`config.mk`:
```
export PLATFORM = sky130hd
export DESIGN_NAME = mvne_sqrt_pipe
export DESIGN_NICKNAME = d
export VERILOG_FILES = /design/src/mesh_vertex_normal_encode_defines.svh /design/src/mvne_pkg.sv /design/src/mvne_sqrt_pipe.sv
export SDC_FILE = /design/constraint.sdc
export NUM_CORES = 1
export LEC_CHECK = 0
export BUFFER_PORTS_ARGS = -buffer_cell sky130_fd_sc_hd__buf_2
export CAP_MARGIN = 30
export CORE_MARGIN = 5
export CORE_UTILIZATION = 35
export CTS_CLUSTER_SIZE = 28
export DETAILED_ROUTE_END_ITERATION = 7
export GPL_ROUTABILITY_DRIVEN = 0
export MAX_ROUTING_LAYER = met4
export RECOVER_POWER = 50
export SETUP_SLACK_MARGIN = 0.4
export SYNTH_ARGS = -nofsm -noshare
export SYNTH_HDL_FRONTEND = slang
export SYNTH_SLANG_ARGS = --single-unit
```
`constraint.sdc`:
```
create_clock -name clk -period 3.7 [get_ports clk]
set_input_delay 0.74 -clock clk [delete_from_list [all_inputs] [get_ports clk]]
set_output_delay 0.74 -clock clk [all_outputs]
set_load 0.02 [all_outputs]
```
`src/mesh_vertex_normal_encode_defines.svh`:
```
// Assertion macros shared by the vertex encoder RTL.
`ifndef MESH_VERTEX_NORMAL_ENCODE_DEFINES_SVH
`define MESH_VERTEX_NORMAL_ENCODE_DEFINES_SVH
`ifndef SYNTHESIS
`define MVNE_ASSERT_SAME(lbl, ante, cons) \
    lbl: assert property (@(posedge clk) disable iff (!rst_n) (ante) |-> (cons)) \
        else $error("assertion failed");
`define MVNE_ASSERT_NEXT(lbl, ante, cons) \
    lbl: assert property (@(posedge clk) disable iff (!rst_n) (ante) |=> (cons)) \
        else $error("assertion failed");
`else
`define MVNE_ASSERT_SAME(lbl, ante, cons)
`define MVNE_ASSERT_NEXT(lbl, ante, cons)
`endif
`endif

```
`src/mvne_pkg.sv`:
```
// Shared constants, types and tables of the vertex encoder.
`timescale 1ns / 1ps
package mvne_pkg;

    localparam int POS_FRAC_BITS_DEF = 16;
    localparam int CORDIC_STEPS_DEF  = 16;

    localparam int SQRT_STEPS = 15;
    localparam int ROOT_W     = 30;
    localparam int CW         = 28;
    localparam int AW         = 26;
    localparam int ATAN_LEN   = 24;
    localparam int ANGLE_BITS = 24;
    localparam int PRESCALE_SHIFT = 8;

    localparam logic signed [AW-1:0] QUARTER_TURN = AW'(4194304);
    localparam logic [7:0] POLE_SOUTH_CODE = 8'h80;

    localparam logic signed [AW-1:0] ATAN_TBL [ATAN_LEN] = '{
        26'sd2097152, 26'sd1238021, 26'sd654136, 26'sd332050,
        26'sd166669, 26'sd83416, 26'sd41718, 26'sd20860,
        26'sd10430, 26'sd5215, 26'sd2608, 26'sd1304,
        26'sd652, 26'sd326, 26'sd163, 26'sd81,
        26'sd41, 26'sd20, 26'sd10, 26'sd5,
        26'sd3, 26'sd1, 26'sd1, 26'sd0
    };

    typedef struct packed {
        logic signed [CW-1:0] x;
        logic signed [CW-1:0] y;
        logic signed [AW-1:0] ang;
    } cordic_vec_t;

    typedef struct packed {
        logic [ROOT_W-1:0] n;
        logic [ROOT_W-1:0] res;
    } root_t;

    function automatic logic signed [AW-1:0] atan_step(input int i);
        if (i < ATAN_LEN)
        begin
            return ATAN_TBL[i];
        end
        return '0;
    endfunction

endpackage

```
`src/mvne_sqrt_pipe.sv`:
```
// Pipelined integer square root, one result bit per stage.
`timescale 1ns / 1ps
module mvne_sqrt_pipe (
    input  logic                           clk,
    input  logic                           en,
    input  logic [mvne_pkg::ROOT_W-1:0]    n_in,
    output logic [mvne_pkg::SQRT_STEPS-1:0] root
);

    mvne_pkg::root_t st_reg [mvne_pkg::SQRT_STEPS];

    function automatic mvne_pkg::root_t root_step(input mvne_pkg::root_t s,
                                                  input logic [mvne_pkg::ROOT_W-1:0] bv);
        mvne_pkg::root_t r;
        logic [mvne_pkg::ROOT_W-1:0] trial;
        trial = s.res + bv;
        if (s.n >= trial)
        begin
            r.n   = s.n - trial;
            r.res = (s.res >> 1) + bv;
        end
        else
        begin
            r.n   = s.n;
            r.res = s.res >> 1;
        end
        return r;
    endfunction

    for (genvar k = 0; k < mvne_pkg::SQRT_STEPS; k++)
    begin : g_step
        localparam logic [mvne_pkg::ROOT_W-1:0] BITV =
            mvne_pkg::ROOT_W'(1) << (2 * (mvne_pkg::SQRT_STEPS - 1 - k));
        mvne_pkg::root_t src;
        if (k == 0)
        begin : g_first
            assign src = '{n: n_in, res: '0};
        end
        else
        begin : g_rest
            assign src = st_reg[k-1];
        end
        always_ff @(posedge clk)
        begin
            if (en)
            begin
                st_reg[k] <= root_step(src, BITV);
            end
        end
    end

    assign root = st_reg[mvne_pkg::SQRT_STEPS-1].res[mvne_pkg::SQRT_STEPS-1:0];

endmodule

```
After elaboration in Yosys (flattened, before gate mapping)
Memories as Yosys holds them, arrays and structs flattened.
Index checks and enable logic that the tools add are counted.
{"block": "word_totals", "memories": 1, "regBits": 0, "elab_cells": 91, "mem_bits_rw": 900, "inputBits": 32}
{"block": "classes", "addsub": 43, "n_mux": 32, "n_lt_le_gt_ge": 15}
{"name": "st_reg", "depth": 15, "width": 60, "rd": 15, "rd_clocked_by_memory_dff": 0, "write_ports": 15, "line": "mvne_sqrt_pipe.sv:10", "rtl": "mvne_pkg::root_t st_reg [mvne_pkg::SQRT_STEPS];"}
{"cell": "two-way mux 60 bit", "n": 30}
{"cell": ">= comparator 30 bit", "n": 14}
{"cell": "subtractor 30 bit", "n": 14}
{"cell": "adder 29 x 1 -> 30 bit, second input constant", "n": 1}
{"cell": "adder 29 x 11 -> 30 bit, second input constant", "n": 1}
{"cell": "adder 29 x 13 -> 30 bit, second input constant", "n": 1}
{"cell": "adder 29 x 15 -> 30 bit, second input constant", "n": 1}
{"cell": "adder 29 x 17 -> 30 bit, second input constant", "n": 1}
{"cell": "adder 29 x 19 -> 30 bit, second input constant", "n": 1}
{"cell": "adder 29 x 21 -> 30 bit, second input constant", "n": 1}
{"cell": "adder 29 x 23 -> 30 bit, second input constant", "n": 1}
{"cell": "adder 29 x 25 -> 30 bit, second input constant", "n": 1}
{"cell": "adder 29 x 27 -> 30 bit, second input constant", "n": 1}
{"cell": "adder 29 x 3 -> 30 bit, second input constant", "n": 1}
{"cell": "adder 29 x 5 -> 30 bit, second input constant", "n": 1}
{"cell": "adder 29 x 7 -> 30 bit, second input constant", "n": 1}
{"cell": "adder 29 x 9 -> 30 bit, second input constant", "n": 1}
{"cell": "adder 30 x 1 -> 30 bit, second input constant", "n": 1}
{"cell": "adder 30 x 11 -> 30 bit, second input constant", "n": 1}
{"cell": "adder 30 x 13 -> 30 bit, second input constant", "n": 1}
{"cell": "adder 30 x 15 -> 30 bit, second input constant", "n": 1}
{"cell": "adder 30 x 17 -> 30 bit, second input constant", "n": 1}
{"cell": "adder 30 x 19 -> 30 bit, second input constant", "n": 1}
{"cell": "adder 30 x 21 -> 30 bit, second input constant", "n": 1}
{"cell": "other kinds (10)", "n": 11}

Depth between registers and ports, before layout
An unclocked memory read counts as a cell.
{"block": "logic_depth", "depth_word": 5, "mapped_depth": 13, "ltp_nobuf": 10}

Least setup slack after synthesis
No wires, ideal clock.
{"block": "synth_timing", "path_kind": "reg-to-reg", "from": "mem st_reg[1][50] in the netlist's numbering", "to": "mem st_reg[1][117] in the netlist's numbering (data pin)", "t_arrival_ps": 2342, "period_less_slack_ps": 2600, "stages_incl_launch_ff": 11, "path_buffers": 2, "t_required_ps": 3442, "slack_ps": 1100, "cell_sequence": "edfxtp_1 -> ha_1 -> buf_2 -> and4b_1 -> nand4_1 -> o311ai_1 -> a21oi_1 -> or4_1 -> buf_2 -> nand4b_1 -> xnor2_1"}
{"item": "start: declaration", "line": "mvne_sqrt_pipe.sv:10"}

==> run_results.csv <==
group,metric,value,unit
timing,fmaxAchievable,0.314,GHz
clocking,clk_pin_slew,60,ps
worst_setup_path,slowest_delay,1350,ps
status,violations,"max-capacitance violations, max-slew violations",
layout,largest_reg_flops,540,
synthesis,yosysSeqAreaShare,63.3,%
timing,worst_hold_slack,279,ps
worst_setup_path,critPathCaptureType,"register",
synthesis,yosys_most_used_dff,"edfxtp_1",
worst_setup_path,cp.required,3920,ps
timing,setup_viol,0,
synthesis,yosysTopAreaCell,"edfxtp_1",
timing,period_share,86.1,%
worst_setup_path,cp_slowest_cell,"clkbuf_2",
timing,hold_viol_final,0,
worst_setup_path,crit_family,"buffers and inverters",
synthesis,yosysTopAreaCellShare,63.3,%
synthesis,synthTopCellsByArea,"edfxtp_1, ha_1, xor2_1, xnor2_1, inv_1",
route,drt_first_pass_iters,5,
route,vias,15500,
power_and_ir_drop,p_per_area,567,nW/µm²
route,drtIter0Drc,844,
route,drtAntennaViolNets,0,
timing,postLayoutSetupSlackWorst,514,ps
timing,skew,39.1,ps
worst_setup_path,path_class,"input pin to register",
timing,period_needed,3190,ps
synthesis,synth-seq-cells,540,
route,wl,48700,µm
layout,final_cells,3064,
synthesis,synth.most_common_cell,"edfxtp_1",
synthesis,synth-edff-count,540,
status,status,"complete, but fails checks",
synthesis,syn-num-nets,2124,
clocking,cts.sinks,540,
route,drc,0,
layout,syn_to_final_growth,13.4,%
clocking,cts_root_buf,"clkbuf_16",
hold_path,hp-class,"input pin to register",
place,hpwl,35800,µm
layout,drive_gt1_share,9.79,%
synthesis,synth.avg_cell_area,13.1,µm²
layout,layout.nets,2223,
floorplanning,dieArea,78700,µm²
place,pre_cts_slack,156,ps
worst_setup_path,crit_buf_inv,2,
floorplanning,pin_count,47,
synthesis,synthCells,1961,
layout,multiInputGateArea,8670,µm²
global_route,grt_pass1_vias,15900,
synthesis,async_flop_share,0,%
layout,num-fill-cells,6658,
route,drt-wirelength-per-cell,15.9,µm
worst_setup_path,cp_cell_sequence,"clkbuf_2 -> clkbuf_2",
clocking,ctsHoldBuffers,0,
layout,regArea,16200,µm²
route,via_per_inst,5.06,
synthesis,netlist_top_cells_count,"edfxtp_1, inv_1, ha_1",
worst_setup_path,cp-start-kind,"input pin",
place,io_buffers,46,
global_route,gr-total-overflow,0,
global_route,grt_max_degree,89,
clocking,clockBufferDepth,3,
worst_setup_path,critPathMaxFanout,69,
route,met3_length,1630,µm
worst_setup_path,r2r_slack,570,ps
clocking,cts_tree,"built",
synthesis,synth_area,25600,µm²
route,route.met2.wl,27100,µm
floorplanning,floorplan.initialDensity,35.2,%
route,top_layer_used,"met4",
route,met1_length,17400,µm
worst_setup_path,worst_ep_arrival_time,3410,ps
clocking,cts_made_buffers,56,
synthesis,yosysWarnings,0,
timing,tightest_slew,1980,ps
layout,diodes,0,
place,dpl.cell_count,2958,
timing,slew_viol_final,67,
power_and_ir_drop,finalPower,16.5,mW
floorplanning,coreArea,72700,µm²
timing,slew-limit-headroom,-32.1,%
floorplanning,die_w,280,µm
timing,setup_tns,0,ps
global_route,antenna_found_initial,0,
timing,rsz0062_at_grt,"false",
clocking,clk_latency,630,ps
run,cap_violations,1,
floorplanning,die_h,280,µm
synthesis,synth_cell_types,75,
floorplanning,row_count,99,
worst_setup_path,cpMostUsedCell,"clkbuf_2",
global_route,grt_usage,12.6,%
power_and_ir_drop,ir_drop,0.475,mV
clocking,htree_levels,2,
global_route,grt_pass1_wl,78800,µm
power_and_ir_drop,cellLeakagePower,10.8,nW
==> worst paths after layout <==
kind / from / cells past startpoint / endpoint
worst max-delay path: en / 2 / st_reg[1][330]
worst min register to register: st_reg[0][343] / 0 / st_reg[0][403]
worst max register to register: st_reg[1][105] / 8 / st_reg[1][178]
worst min-delay path: n_in[27] / 1 / st_reg[0][57]
==> cell usage in the layout (no fill, tap or decap), types with 10 or more instances in the layout <==
master / count
o211ai_1: 11
or3_1: 22
xnor2_1: 72
nor4_1: 58
edfxtp_1: 540
clkbuf_1: 10
mux2_2: 17
buf_2: 43
nand4_1: 23
nor2b_1: 23
nand3_1: 23
nand2_1: 118
or4_1: 16
nor2_1: 118
clkinv_2: 10
nor3b_1: 11
nor3_1: 37
a21oi_1: 93
a21o_1: 22
nand2b_1: 29
o21ai_0: 106
xor2_1: 92
buf_4: 21
o21a_1: 26
ha_1: 131
a211oi_1: 21
clkinv_1: 13
clkbuf_16: 56
o31ai_1: 11
inv_1: 152
nand4b_1: 14
==> cell type report <==
type	count	area share [%]
Clock buffer	63	4.92
Clock inverter	40	1.46
Inverter	153	1.99
Multi-Input combinational cell	1232	29.9
Sequential cell	540	55.8
Tap cell	959	4.13
Timing Repair Buffer	77	1.81
==> power breakdown <==
part	internal [mW]	switching, mW	total, mW
registers	7.70	0.511	8.21
clock network	3.22	2.36	5.58
logic	1.17	1.51	2.68
==> timing repair <==
item,4_1_cts,5_1_grt
pin swaps,0,1
gates resized for setup,1,4
endpoints found under the setup margin,8,11
setup buffers,0,3
==> layer usage <==
metal / up-vias / global-route usage [%]
li1: 7563 / -
met1: 7379 / 12.0
met2: 391 / 24.5
met3: 156 / 1.82
met4: 0 / 6.11
met5: - / -
==> per-stage QoR <==
stage               utilization (%)  instance area (µm²)
global placement               37.4                27200
floorplan                         -                25600
detailed placement             37.4                27200
finish                         39.9                29000
CTS                            40.0                29100
global route                   39.9                29000
==> cell families (layout without fill, tap and decap cells) <==
family                     Yosys count  in the layout  synth area share, %
and+or+nand+nor                    555            555                 11.9
DFF                                540            540                 63.3
AOI/OAI and AO/OA                  357            357                 8.73
buffers and inverters              189            333                 2.93
xor gates and xnor gates           164            164                 5.61
adders and majority gates          131            131                 6.40
muxes                               25             25                 1.06
Note: power is estimated with default switching activity, not from simulation.
