### config.mk
export PLATFORM = sky130hd
export DESIGN_NAME = mvne_cordic_pipe
export DESIGN_NICKNAME = d
export VERILOG_FILES = /design/src/mesh_vertex_normal_encode_defines.svh /design/src/mvne_pkg.sv /design/src/mvne_cordic_pipe.sv
export SDC_FILE = /design/constraint.sdc
export NUM_CORES = 2
export LEC_CHECK = 0
export ABC_AREA = 0
export BUFFER_PORTS_ARGS = -buffer_cell sky130_fd_sc_hd__buf_4
export CAP_MARGIN = 30
export CELL_PAD_IN_SITES_DETAIL_PLACEMENT = 0
export CELL_PAD_IN_SITES_GLOBAL_PLACEMENT = 2
export CORE_AREA = 2 2 632 509
export CTS_BUF_LIST = sky130_fd_sc_hd__clkbuf_4
export CTS_CLUSTER_DIAMETER = 50
export CTS_CLUSTER_SIZE = 8
export DETAILED_ROUTE_END_ITERATION = 7
export DIE_AREA = 0 0 634 511
export PLACE_DENSITY_LB_ADDON = 0.12
export SYNTH_ARGS = -nofsm -noshare
export SYNTH_HDL_FRONTEND = slang
export SYNTH_SLANG_ARGS = --single-unit
### constraint.sdc
create_clock -name clk -period 5.4 [get_ports clk]
set_input_delay 0.81 -clock clk [delete_from_list [all_inputs] [get_ports clk]]
set_output_delay 0.81 -clock clk [all_outputs]
set_load 0.005 [all_outputs]
### src/mesh_vertex_normal_encode_defines.svh
// Assertion macros shared by the vertex encoder RTL.
`ifndef MESH_VERTEX_NORMAL_ENCODE_DEFINES_SVH
`define MESH_VERTEX_NORMAL_ENCODE_DEFINES_SVH
`ifndef SYNTHESIS
`define MVNE_ASSERT_SAME(lbl, ante, cons) \
    lbl: assert property (@(posedge clk) disable iff (!rst_n) (ante) |-> (cons)) \
        else $error("assertion failed");
`define MVNE_ASSERT_NEXT(lbl, ante, cons) \
    lbl: assert property (@(posedge clk) disable iff (!rst_n) (ante) |=> (cons)) \
        else $error("assertion failed");
`else
`define MVNE_ASSERT_SAME(lbl, ante, cons)
`define MVNE_ASSERT_NEXT(lbl, ante, cons)
`endif
`endif

### src/mvne_pkg.sv
// Shared constants, types and tables of the vertex encoder.
`timescale 1ns / 1ps
package mvne_pkg;

    localparam int POS_FRAC_BITS_DEF = 16;
    localparam int CORDIC_STEPS_DEF  = 16;

    localparam int SQRT_STEPS = 15;
    localparam int ROOT_W     = 30;
    localparam int CW         = 28;
    localparam int AW         = 26;
    localparam int ATAN_LEN   = 24;
    localparam int ANGLE_BITS = 24;
    localparam int PRESCALE_SHIFT = 8;

    localparam logic signed [AW-1:0] QUARTER_TURN = AW'(4194304);
    localparam logic [7:0] POLE_SOUTH_CODE = 8'h80;

    localparam logic signed [AW-1:0] ATAN_TBL [ATAN_LEN] = '{
        26'sd2097152, 26'sd1238021, 26'sd654136, 26'sd332050,
        26'sd166669, 26'sd83416, 26'sd41718, 26'sd20860,
        26'sd10430, 26'sd5215, 26'sd2608, 26'sd1304,
        26'sd652, 26'sd326, 26'sd163, 26'sd81,
        26'sd41, 26'sd20, 26'sd10, 26'sd5,
        26'sd3, 26'sd1, 26'sd1, 26'sd0
    };

    typedef struct packed {
        logic signed [CW-1:0] x;
        logic signed [CW-1:0] y;
        logic signed [AW-1:0] ang;
    } cordic_vec_t;

    typedef struct packed {
        logic [ROOT_W-1:0] n;
        logic [ROOT_W-1:0] res;
    } root_t;

    function automatic logic signed [AW-1:0] atan_step(input int i);
        if (i < ATAN_LEN)
        begin
            return ATAN_TBL[i];
        end
        return '0;
    endfunction

endpackage

### src/mvne_cordic_pipe.sv
// Vectoring CORDIC atan2, one micro-rotation per pipeline stage.
`timescale 1ns / 1ps
module mvne_cordic_pipe #(
    parameter int STEPS = mvne_pkg::CORDIC_STEPS_DEF
) (
    input  logic                             clk,
    input  logic                             en,
    input  logic signed [15:0]               in_x,
    input  logic signed [15:0]               in_y,
    output logic signed [mvne_pkg::AW-1:0]   ang_out
);

    mvne_pkg::cordic_vec_t st_reg [STEPS+1];
    mvne_pkg::cordic_vec_t prep;
    logic signed [mvne_pkg::CW-1:0] xs;
    logic signed [mvne_pkg::CW-1:0] ys;

    // Scale by 256, then fold the left half-plane onto the right one.
    always_comb
    begin
        xs = mvne_pkg::CW'(in_x) <<< mvne_pkg::PRESCALE_SHIFT;
        ys = mvne_pkg::CW'(in_y) <<< mvne_pkg::PRESCALE_SHIFT;
        prep = '{x: xs, y: ys, ang: '0};
        if (xs < 0)
        begin
            if (ys >= 0)
            begin
                prep = '{x: ys, y: -xs, ang: mvne_pkg::QUARTER_TURN};
            end
            else
            begin
                prep = '{x: -ys, y: xs, ang: -mvne_pkg::QUARTER_TURN};
            end
        end
    end

    always_ff @(posedge clk)
    begin
        if (en)
        begin
            st_reg[0] <= prep;
        end
    end

    for (genvar i = 0; i < STEPS; i++)
    begin : g_rot
        localparam logic signed [mvne_pkg::AW-1:0] STEP_ANG = mvne_pkg::atan_step(i);
        mvne_pkg::cordic_vec_t cur;
        mvne_pkg::cordic_vec_t nxt;
        assign cur = st_reg[i];
        always_comb
        begin
            if (cur.y < 0)
            begin
                nxt.x   = cur.x - (cur.y >>> i);
                nxt.y   = cur.y + (cur.x >>> i);
                nxt.ang = cur.ang - STEP_ANG;
            end
            else
            begin
                nxt.x   = cur.x + (cur.y >>> i);
                nxt.y   = cur.y - (cur.x >>> i);
                nxt.ang = cur.ang + STEP_ANG;
            end
        end
        always_ff @(posedge clk)
        begin
            if (en)
            begin
                st_reg[i+1] <= nxt;
            end
        end
    end

    assign ang_out = st_reg[STEPS].ang;

endmodule

# After elaboration in Yosys (flattened, before gate mapping)
# Memories as Yosys holds them, arrays and structs flattened.
# Cells that the tools add are included.
# op_classes
n_addsub,97
n_lt_le_gt_ge,18
n_mux,20
# ops
cell,count
2-to-1 mux 82 bit,18
< comparator 28 x 1 -> 1 bit (second input constant),16
adder 28 x 13 -> 28 bit,2
adder 28 x 14 -> 28 bit,2
adder 28 x 15 -> 28 bit,2
adder 28 x 16 -> 28 bit,2
adder 28 x 17 -> 28 bit,2
adder 28 x 18 -> 28 bit,2
adder 28 x 19 -> 28 bit,2
adder 28 x 20 -> 28 bit,2
adder 28 x 21 -> 28 bit,2
adder 28 x 22 -> 28 bit,2
adder 28 x 23 -> 28 bit,2
adder 28 x 24 -> 28 bit,2
adder 28 x 25 -> 28 bit,2
adder 28 x 26 -> 28 bit,2
adder 28 x 27 -> 28 bit,2
negation 24 -> 28 bit,2
subtractor 28 x 13 -> 28 bit,2
subtractor 28 x 14 -> 28 bit,2
subtractor 28 x 15 -> 28 bit,2
subtractor 28 x 16 -> 28 bit,2
subtractor 28 x 17 -> 28 bit,2
subtractor 28 x 18 -> 28 bit,2
other kinds (46),57
# totals
regBits,0
ram_bits,1394
inputBits,34
out_inout_bits,26
wordCells,136
mem_count,1
# mem_list
memory,depth,width,rd,rd_clocked_by_memory_dff,wr,line,rtl
st_reg,17,82,17,0,17,mvne_cordic_pipe.sv:13,mvne_pkg::cordic_vec_t st_reg [STEPS+1];

# Depth between registers and ports, before layout
# logic_depth
ltp_word,3
depth_mapped,20
ltp_nobuf,19

# Worst setup path before layout
# No wires, ideal clock.
# synth_timing
kind,register to register
start,memory st_reg[13][39] in the netlist's numbering
end,memory st_reg[14][81] in the netlist's numbering (data pin)
setup_time_ns,0.260
t_arrival_ns,3.947
t_required_ns,5.140
slack_ns,1.193
path_stages_with_launch,18
path_buffers,0
cell_sequence,edfxtp_1 inv_1 ha_1 nor3b_1 nand3b_1 o41ai_1 xor2_1 ha_1 a21o_1 a211oi_1 o311ai_0 o211ai_1 o22ai_1 o41ai_4 o311ai_1 a31oi_1 o21bai_1 xnor2_1
# synth_rtl
item,line
"start, declared",mvne_cordic_pipe.sv:13

==> results.md <==
- Status: complete, no violations
- TritonCTS Buffers: 214
- Max reg flops: 1123
- RSZ-0062 raised after global routing: false
- Nets@finish: about 11000
- Count of non-filler cells in the finished layout: 14650
- Final WL: 274000 µm
- Final Hold Viols: 0
- CP required: 6.35 ns
- R2r worst-path depth: 14
- Post-Synthesis Cell Area: 94940 µm²
- Routed via count: 73630
- Crit path max-delay cell type: or4_1
- Core area: 318400 µm²
- Yosys top cell area share: 0.3552
- Post-CTS Setup Inserts: 0
- Row cnt: 186
- Drt wl/cell: 18.70 µm
- Register-to-register setup slack: 0.39 ns
- Total gr overflow: 0
- Share of layout cells above drive strength 1: 0.06168
- Die H: 511 µm
- Ys flop type: edfxtp_1
- Synth Area in Simple Gates: 0.1432
- Ys async rst share: 0
- YS warnings: 0
- Detailed placement HPWL: 217700 µm
- Max incr delay on CP: approximately 0.60 ns
- Largest family of logic cells by synthesized area: compound AO/OA/AOI/OAI gates
- DRC: 0
- Clk pin slew, worst setup/hold paths: 0.10 ns
- Cts hold-fix bufs: 70
- Die Wd: 634 µm
- Crit path cell chain: or4_1 -> or4_1 -> nor4_1 -> a21oi_1 -> xnor2_1 -> ha_1 -> a21o_1 -> a21o_1 -> a21oi_1 -> a21bo_2 -> or3b_2 -> a31oi_1 -> o21ai_0 -> xor2_1
- R2R Path Start: st_reg[10][36]
- Pins Over Slew Limit: 0
- Post-synth top area cell: edfxtp_1
- Min-Delay Path Class: flop to flop
- DIE AREA: ~320000 µm²
- Root Driver: clkbuf_4
- Post-Synth Adder-Cell Area: 0.1571
- Pin count of the biggest net entering global routing: 130
- Hold Crit Start: st_reg[10][2]
- Post-layout min period: 5.011 ns
- Post-Synth XOR/XNOR Area: 0.1266
- WP data arrival: 5.96 ns
- Unique cell type count in the Yosys netlist: 99
- H-tree depth: 4
- Multiplexer area fraction after synthesis: 0.007077
- # port buffers: 58
- DR vias/cell: 5.026
- Worst-Margin Slew: 1.024 ns
- Area grow syn2layout: 10.38%
- Clock Skews: 0.09644 ns
- Critical path class: flop to flop
- First-pass GRT wire length: 425500 µm
- Final setup vio count: 0
- Worst Setup SP: st_reg[10][36]
- F_max: 0.1996 GHz
- Initial Utilization: 0.2982
- Worst-case clock buffer depth: 4
- Iter 0 DRT Violations: 4438
- Initial antenna violation count: 14
- Clock Sinks: around 1100
- Worst reg2reg endpoint: st_reg[11][76]
- Most common cell in the netlist: ha_1
- Worst Setup EP: st_reg[11][76]
- Mapped Avg Cell Area: 9.499 µm²
- Crit start category: flop
- DRT antenna net count: 0
- Crit Path Max Fanout: 6
- Placed insts: between 10000 and 15000
- Synth Area in Compound Gates: 0.1846
- Max cap viols: 0
- EDFF count, synth: around 1100
- Vias in the first global route: 71780
- Clk_lat worst skew: roughly 1.3 ns
- Post-synthesis register bit count: around 1100
- Tot GR Track Use: 0.1651
- Ports: 60
- Cts repair resizes: 0
- Slew headroom: 0.3131
- # fillers: around 33000
- Cells after Synth: 9995
- Placer Congestion: 0.8158
- Synth top area cells: edfxtp_1 (36%), ha_1 (15%), xnor2_1 (8.2%)
- CTS tree: done
- Crit end category: flop
- Fin crit share: 0.9279
- Post-synthesis sequential area ratio: 0.3552
- Post-synth top cells: ha_1 (1130), edfxtp_1 (1123), nor2_1 (1021), a21oi_1 (1009), xnor2_1 (891)
- DRT Pass-1 Iters: 7
- Fin Setup TNS: 0 ns
==> routing by layer <==
layer | global-route usage | part of all wire | vias to the layer above
met2 | 0.2484 | 0.42 | 1067
li1 | - | - | 37320
met4 | 0.03560 | 0.021 | 10
met3 | 0.02327 | 0.037 | 326
met5 | 0 | 0.00024 | -
met1 | 0.2478 | 0.52 | 34900
==> worst max-delay path, delay by kind of cell, from the launching register on <==
family,cells,cell delay [ns]
and+or+nand+nor,4,2.15
AOI/OAI and AO/OA,7,1.32
xor gates and xnor gates,2,0.35
adders and majority gates,1,0.36
DFF,1,0.51
==> cell type report <==
| cell class | instances | area [µm²] | area share |
|---|---|---|---|
| tap | 4230 | 5293 | 0.05051 |
| multi-input combinational | 8215 | 58740 | 0.5605 |
| inverter | 495 | 1858 | 0.01773 |
| antenna | 11 | 27.53 | 0.0002627 |
| clock buffer | 237 | 1779 | 0.01698 |
| sequential | 1123 | 33720 | 0.3218 |
| clock inverter | 98 | 1224 | 0.01168 |
| timing repair buffer | 241 | 2150 | 0.02051 |
==> cells in the final DEF (no fill, tap or decap), types with 23 or more instances in the layout <==
master and count:
a21o_1 394, o21ai_0 414, nor4_1 81, clkbuf_4 237, o2111ai_1 32, mux2_2 33, nand3_1 194, or4_1 23
a21boi_0 28, nor2_1 1021, nand2_1 535, and3_1 93, nand2b_1 124, bufinv_16 26, o21a_1 124, or3_1 79
a21oi_1 1009, o31ai_1 53, a211oi_1 71, or2_2 39, nand4_1 74, nor2b_1 160, and2_1 66, a31o_2 35
dlygate4sd3_1 70, fa_1 39, inv_1 492, a211o_1 23, edfxtp_1 1123, a31oi_1 117, nor3_1 294, xnor2_1 891
buf_4 158, o21bai_1 134, o211ai_1 55, xor2_1 479, ha_1 1130, mux2i_1 30
==> stage by stage <==
| stage | hold WS, ns | worst slack [ns] | utilization | cell area, µm² |
|---|---|---|---|---|
| 5_1_grt | 0.3449 | 0.06579 | 0.3292 | 104800 |
| 6_report | 0.4180 | 0.3895 | 0.3292 | 104800 |
| 3_3_place_gp | 0.4045 | 0.5240 | 0.3174 | 101000 |
| 2_1_floorplan | 0.4003 | 1.193 | - | 94950 |
| 4_1_cts | 0.3085 | 0.4655 | 0.3290 | 104700 |
| 3_5_place_dp | 0.4045 | 0.5582 | 0.3174 | 101000 |
==> kinds of logic (layout without fill, tap and decap cells) <==
| logic type | Yosys count | after routing |
|---|---|---|
| buf+inv | 659 | 1071 |
| other cells | 2 | 15 |
| simple gates | 2861 | 2861 |
| xor+xnor | 1371 | 1371 |
| compound gates | 2747 | 2747 |
| fa+ha+maj | 1169 | 1169 |
| mux | 63 | 63 |
| flops | 1123 | 1123 |
==> worst min-delay path by stage <==
stage / end / slack (ns) / depth (start not counted)
2_1_floorplan: st_reg[11][1] / 0.40 / 0
3_3_place_gp: st_reg[12][2] / 0.40 / 0
3_5_place_dp: st_reg[13][1] / 0.40 / 0
4_1_cts: st_reg[0][53] / 0.31 / 2
5_1_grt: st_reg[0][53] / 0.34 / 2
6_report: st_reg[11][2] / 0.42 / 0
Power is not shown: default switching activity piles up to over one toggle a cycle in this logic, so the estimate is an artifact.
